### config.mk
export PLATFORM = sky130hd
export DESIGN_NAME = srti_cell
export DESIGN_NICKNAME = d
export VERILOG_FILES = /design/src/hw/rtl/srti_pkg.sv /design/src/hw/rtl/srti_cell.sv
export SDC_FILE = /design/constraint.sdc
export NUM_CORES = 1
export LEC_CHECK = 0
export BUFFER_PORTS_ARGS = -buffer_cell sky130_fd_sc_hd__buf_2
export CORE_AREA = 5 5 223 225
export DETAILED_ROUTE_END_ITERATION = 10
export DIE_AREA = 0 0 228 230
export PLACE_DENSITY_LB_ADDON = 0.2
export SKIP_LAST_GASP = 1
export SYNTH_ARGS = -nofsm -noshare
export SYNTH_HDL_FRONTEND = slang
export SYNTH_SLANG_ARGS = --single-unit
### constraint.sdc
create_clock -name clk -period 5.9 [get_ports clk]
set_clock_uncertainty 0.1 [all_clocks]
set_input_delay 1.18 -clock clk [delete_from_list [all_inputs] [get_ports clk]]
set_output_delay 1.18 -clock clk [all_outputs]
set_load 0.02 [all_outputs]
### src/hw/rtl/srti_pkg.sv
// Shared types and constants for the sorted record table.
package srti_pkg;

	localparam int CAPACITY = 32;
	localparam int IDX_W    = 5;
	localparam int CNT_W    = 6;
	localparam int DATE_W   = 23;
	localparam int KEY_W    = 64 + 48 + 24 + DATE_W;

	// Result status codes
	localparam logic [2:0] ST_MERGED   = 3'd0;
	localparam logic [2:0] ST_INSERTED = 3'd1;
	localparam logic [2:0] ST_FULL     = 3'd2;
	localparam logic [2:0] ST_READ_OK  = 3'd3;
	localparam logic [2:0] ST_BEYOND   = 3'd4;

	// Cell operation codes
	localparam logic [1:0] OP_HOLD  = 2'd0;
	localparam logic [1:0] OP_LOAD  = 2'd1;
	localparam logic [1:0] OP_SHIFT = 2'd2;
	localparam logic [1:0] OP_ADD   = 2'd3;

	typedef struct packed {
		logic        func;
		logic [63:0] name_high;
		logic [47:0] name_low;
		logic [23:0] price;
		logic [31:0] amount;
		logic [4:0]  day;
		logic [3:0]  month;
		logic [13:0] year;
		logic [4:0]  index;
	} in_t;

	typedef struct packed {
		logic [2:0]  status;
		logic [4:0]  position;
		logic [63:0] out_name_high;
		logic [47:0] out_name_low;
		logic [23:0] out_price;
		logic [31:0] out_amount;
		logic [4:0]  out_day;
		logic [3:0]  out_month;
		logic [13:0] out_year;
		logic [5:0]  entry_count;
	} out_t;

	// One stored record; date is year, month, day so packed order is date order
	typedef struct packed {
		logic [63:0]       name_high;
		logic [47:0]       name_low;
		logic [23:0]       price;
		logic [DATE_W-1:0] date;
		logic [31:0]       amount;
	} entry_t;

	typedef struct packed {
		logic [1:0] op;
	} cell_ctl_t;

	typedef struct packed {
		logic lt;
		logic eq;
	} cell_flag_t;

endpackage

### src/hw/rtl/srti_cell.sv
// One table cell: holds a record, compares it with the key, loads, shifts or merges amounts.
module srti_cell (
	input  logic              clk,
	input  srti_pkg::entry_t  key,
	input  srti_pkg::entry_t  nbr,
	input  srti_pkg::cell_ctl_t ctl,
	output srti_pkg::entry_t  entry,
	output srti_pkg::cell_flag_t flag
);
	import srti_pkg::*;

	entry_t       entry_q;
	logic [KEY_W-1:0] own_key;
	logic [KEY_W-1:0] in_key;
	logic [32:0]  sum;

	// Compare stored key with the broadcast key
	assign own_key = {entry_q.name_high, entry_q.name_low, entry_q.price, entry_q.date};
	assign in_key  = {key.name_high, key.name_low, key.price, key.date};
	assign flag.lt = own_key < in_key;
	assign flag.eq = own_key == in_key;

	// Saturating merge of amounts
	assign sum = {1'b0, entry_q.amount} + {1'b0, key.amount};

	// Record update
	always_ff @(posedge clk) begin
		case (ctl.op)
			OP_LOAD:  entry_q <= key;
			OP_SHIFT: entry_q <= nbr;
			OP_ADD:   entry_q.amount <= sum[32] ? 32'hFFFF_FFFF : sum[31:0];
			default:  entry_q <= entry_q;
		endcase
	end

	assign entry = entry_q;

endmodule

==> summary.txt <==
Run status
  – Status: complete, no violations

Critical path
  – CP Class: in -> out
  – Arr. time, crit path: 3940 ps
  – Req. time, crit path: 4620 ps
  – Crit path launch type: primary input
  – CP endpoint kind: output port
  – Crit-path max FO: 4

Yosys
  – Post-synthesis adder-cell area fraction: 17.9%
  – Simple-gate share of the synthesized area: 11.6%
  – Mean Syn Cell Area: 9.30 um^2
  – Mux cell area share after synthesis: 0.156%
  – Post-Synth XOR/XNOR Area: 1.66%
  – Synthesis Warnings: 0
  – Cells after synthesis: 1,471
  – Seq/Total Area, Yosys: 41.9%
  – Combinational family with the most area after synthesis: compound AO/OA/AOI/OAI gates
  – Post-synth EDFFs: 191
  – Main synth FF type: edfxtp_1
  – Syn Std Cell Area: 13,700 um^2
  – Synthesis-stage register bit count: 191
  – Synth Area in Compound Gates: 20.3%
  – Syn Nets: 2,051
  – Ys async rst share: 0%
  – Library cells used by synthesis: 60

Placed design
  – DP Cell Count: 2,611
  – DP Wirelength: 45,100 um
  – Port Buffers: 577
  – GP Congestion: 0.917

STA
  – Slew headroom: 30.1%
  – Final setup fails: 0
  – Final hold violations: 0
  – Final TNS setup: 0 ps
  – Fin Hold WS: 603 ps
  – Max Clock Freq: 191 MHz
  – RSZ-0062 raised after global routing: no
  – Min Tclk post-route: 5220 ps
  – Final period utilization: 88.5%
  – Worst Tran Pin Value: 1050 ps
  – Final-report max-slew violation count: 0

Finish
  – Layout cells sized above 1: 31.2%
  – Non-Filler Instances: 2,650
  – Area occupied by multi-input gates: 7090 um^2
  – Reg area: 5740 um^2
  – Total Nets Final: 2,595
  – Area Growth Syn to Fin: 30.1%
  – # fillers: 4,921
  – Number of flip-flops in the largest register: 191

Power
  – Sequential share of power: 38.8%
  – Pint: 2.99 mW
  – Switching Share: 38.0%
  – Pleak: 8.61 nW
  – Cell Pwr Density: 271 nW/um^2
  – Logic pwr share: 36.3%
  – P_sw: 1.83 mW
  – Clk network pwr share: 24.9%
  – Maximum VDD drop: 0.000127 V

Global route
  – GRT Total Usage: 20.2%
  – Total grt overflow: 0
  – Global-route wire length before repair: 81,900 um
  – Initial antenna violation count: 15
  – Vias in the first global route: 13,456
  – Largest net degree at the start of global routing: 179

Clock tree
  – Sink Count: 191
  – Clock latency on the worst-skew pair: 500 ps
  – CTS tree: done
  – CTS root buf: clkbuf_16
  – Reg clk slew, reported paths: 70 ps
  – H-Tree Depth: 4
  – Max Buffers Root-to-Sink: 2
  – CTS resizes: 0
  – Hold buffers post-CTS: 0
  – Setup Buffers After CTS: 0
  – Total CTS buffers: 17

Routing
  – Via count: 13,340
  – Vias per cell: 5.03
  – DR pass1 iterations: 5
  – WL final: 55,000 um
  – DRT antenna net count: 0
  – First DRT Iteration DRCs: 941
  – Number of remaining DRC errors: 0
  – WL/cell: 20.8 um

Die
  – Placeable core area: 47,300 um^2
  – Row count: 80
  – Die Height: 230 um
  – Die area: 52,400 um^2
  – Die width: 228 um
  – Starting Density: 28.9%
  – I/O pin total: 578

Worst hold path
  – Min-Delay Path Class: reg -> reg

Run
  – Max Cap Viol: 0
-- metrics by stage --
stage	area [um^2]	total power [mW]	setup slack, ps	util [%]
floorplan	13700	2.97	619	-
global placement	17200	3.63	636	36.4
detailed placement	17200	3.65	646	36.4
CTS	17800	4.87	613	37.6
global route	17800	5.11	547	37.6
finish	17800	4.82	676	37.6
-- cell type report --
| type | instances | share of cell area [%] |
|---|---|---|
| sequential | 191 | 32.2 |
| inverter | 172 | 3.63 |
| timing repair buffer | 584 | 16.7 |
| antenna | 7 | 0.0984 |
| tap | 615 | 4.32 |
| clock inverter | 13 | 0.731 |
| multi-input combinational | 1049 | 39.8 |
| clock buffer | 19 | 2.43 |
-- worst max-delay path, cell delays in order --
cell and delay [ps]:
buf_2 80, inv_1 40, ha_1 310, nand4_1 170, nor4_1 720, nand3_1 370
nor3_1 580, a21oi_1 170, o211a_1 140, buf_2 180
-- per-layer routing --
| layer | share of wire [%] | track usage, % | up-vias |
|---|---|---|---|
| li1 | - | - | 6411 |
| met1 | 41 | 24.2 | 6369 |
| met2 | 49 | 34.8 | 475 |
| met3 | 7.2 | 6.51 | 75 |
| met4 | 2.0 | 5.84 | 10 |
| met5 | 0.12 | 0 | - |
-- synthesized netlist by cell type (all sizes together) (9+ instances only) --
cell type,n,area [um^2]
o21ai,227,1140
nand2,225,847
ha,194,2430
edfxtp,191,5740
inv,172,646
a21oi,83,434
a21o,56,420
clkbuf,55,206
nand4,40,250
nor2,38,143
a22oi,33,248
nand3,17,85.1
xnor2,17,149
a211oi,16,125
o211ai,12,100
nor3,9,45.0
nor4,9,56.3
xor2,9,78.8
-- kinds of logic (layout without fill, tap and decap cells) --
kind of cell,Yosys count,count (layout)
AO/OA/AOI/OAI,464,464
XOR/XNOR,26,26
adder cells (fa/ha/maj),195,195
buffers and inverters,231,788
flip-flops,191,191
multiplexers,2,2
other,0,7
AND/OR/NAND/NOR,362,362
-- final timing paths --
| check | start | to | slack (ps) | depth (start not counted) |
|---|---|---|---|---|
| hold reg to reg | entry[0] | entry[0] | 600 | 3 |
| setup reg to reg | entry[0] | entry[17] | 2300 | 10 |
| hold / removal | entry[0] | entry[0] | 600 | 3 |
| setup / recovery | key[101] | flag[1] | 680 | 10 |
-- power by group through the flow --
stage | Sequential [mW] | Combinational, mW | Clock, mW
after floorplan | 2.13 | 0.841 | 0
after global placement | 1.89 | 1.74 | 0
after detailed placement | 1.90 | 1.75 | 0
after CTS | 1.87 | 1.76 | 1.24
after global routing | 1.89 | 1.93 | 1.29
final | 1.87 | 1.75 | 1.20
-- layout by cell type, fill, tap and decap left out, drive strengths merged, types with 4 or more instances in the layout --
cell type and instances:
buf 584, o21ai 227, nand2 225, ha 194, edfxtp 191, inv 178, a21oi 83, a21o 56
nand4 40, nor2 38, a22oi 33, clkbuf 19, nand3 17, xnor2 17, a211oi 16, o211ai 12
nor4 9, xor2 9, nor3 9, diode 7, nor2b 7, o21a 5, o31ai 5, clkinv 5
o21bai 4, a31oi 4
No activity file was read; power rests on OpenSTA's default activity.
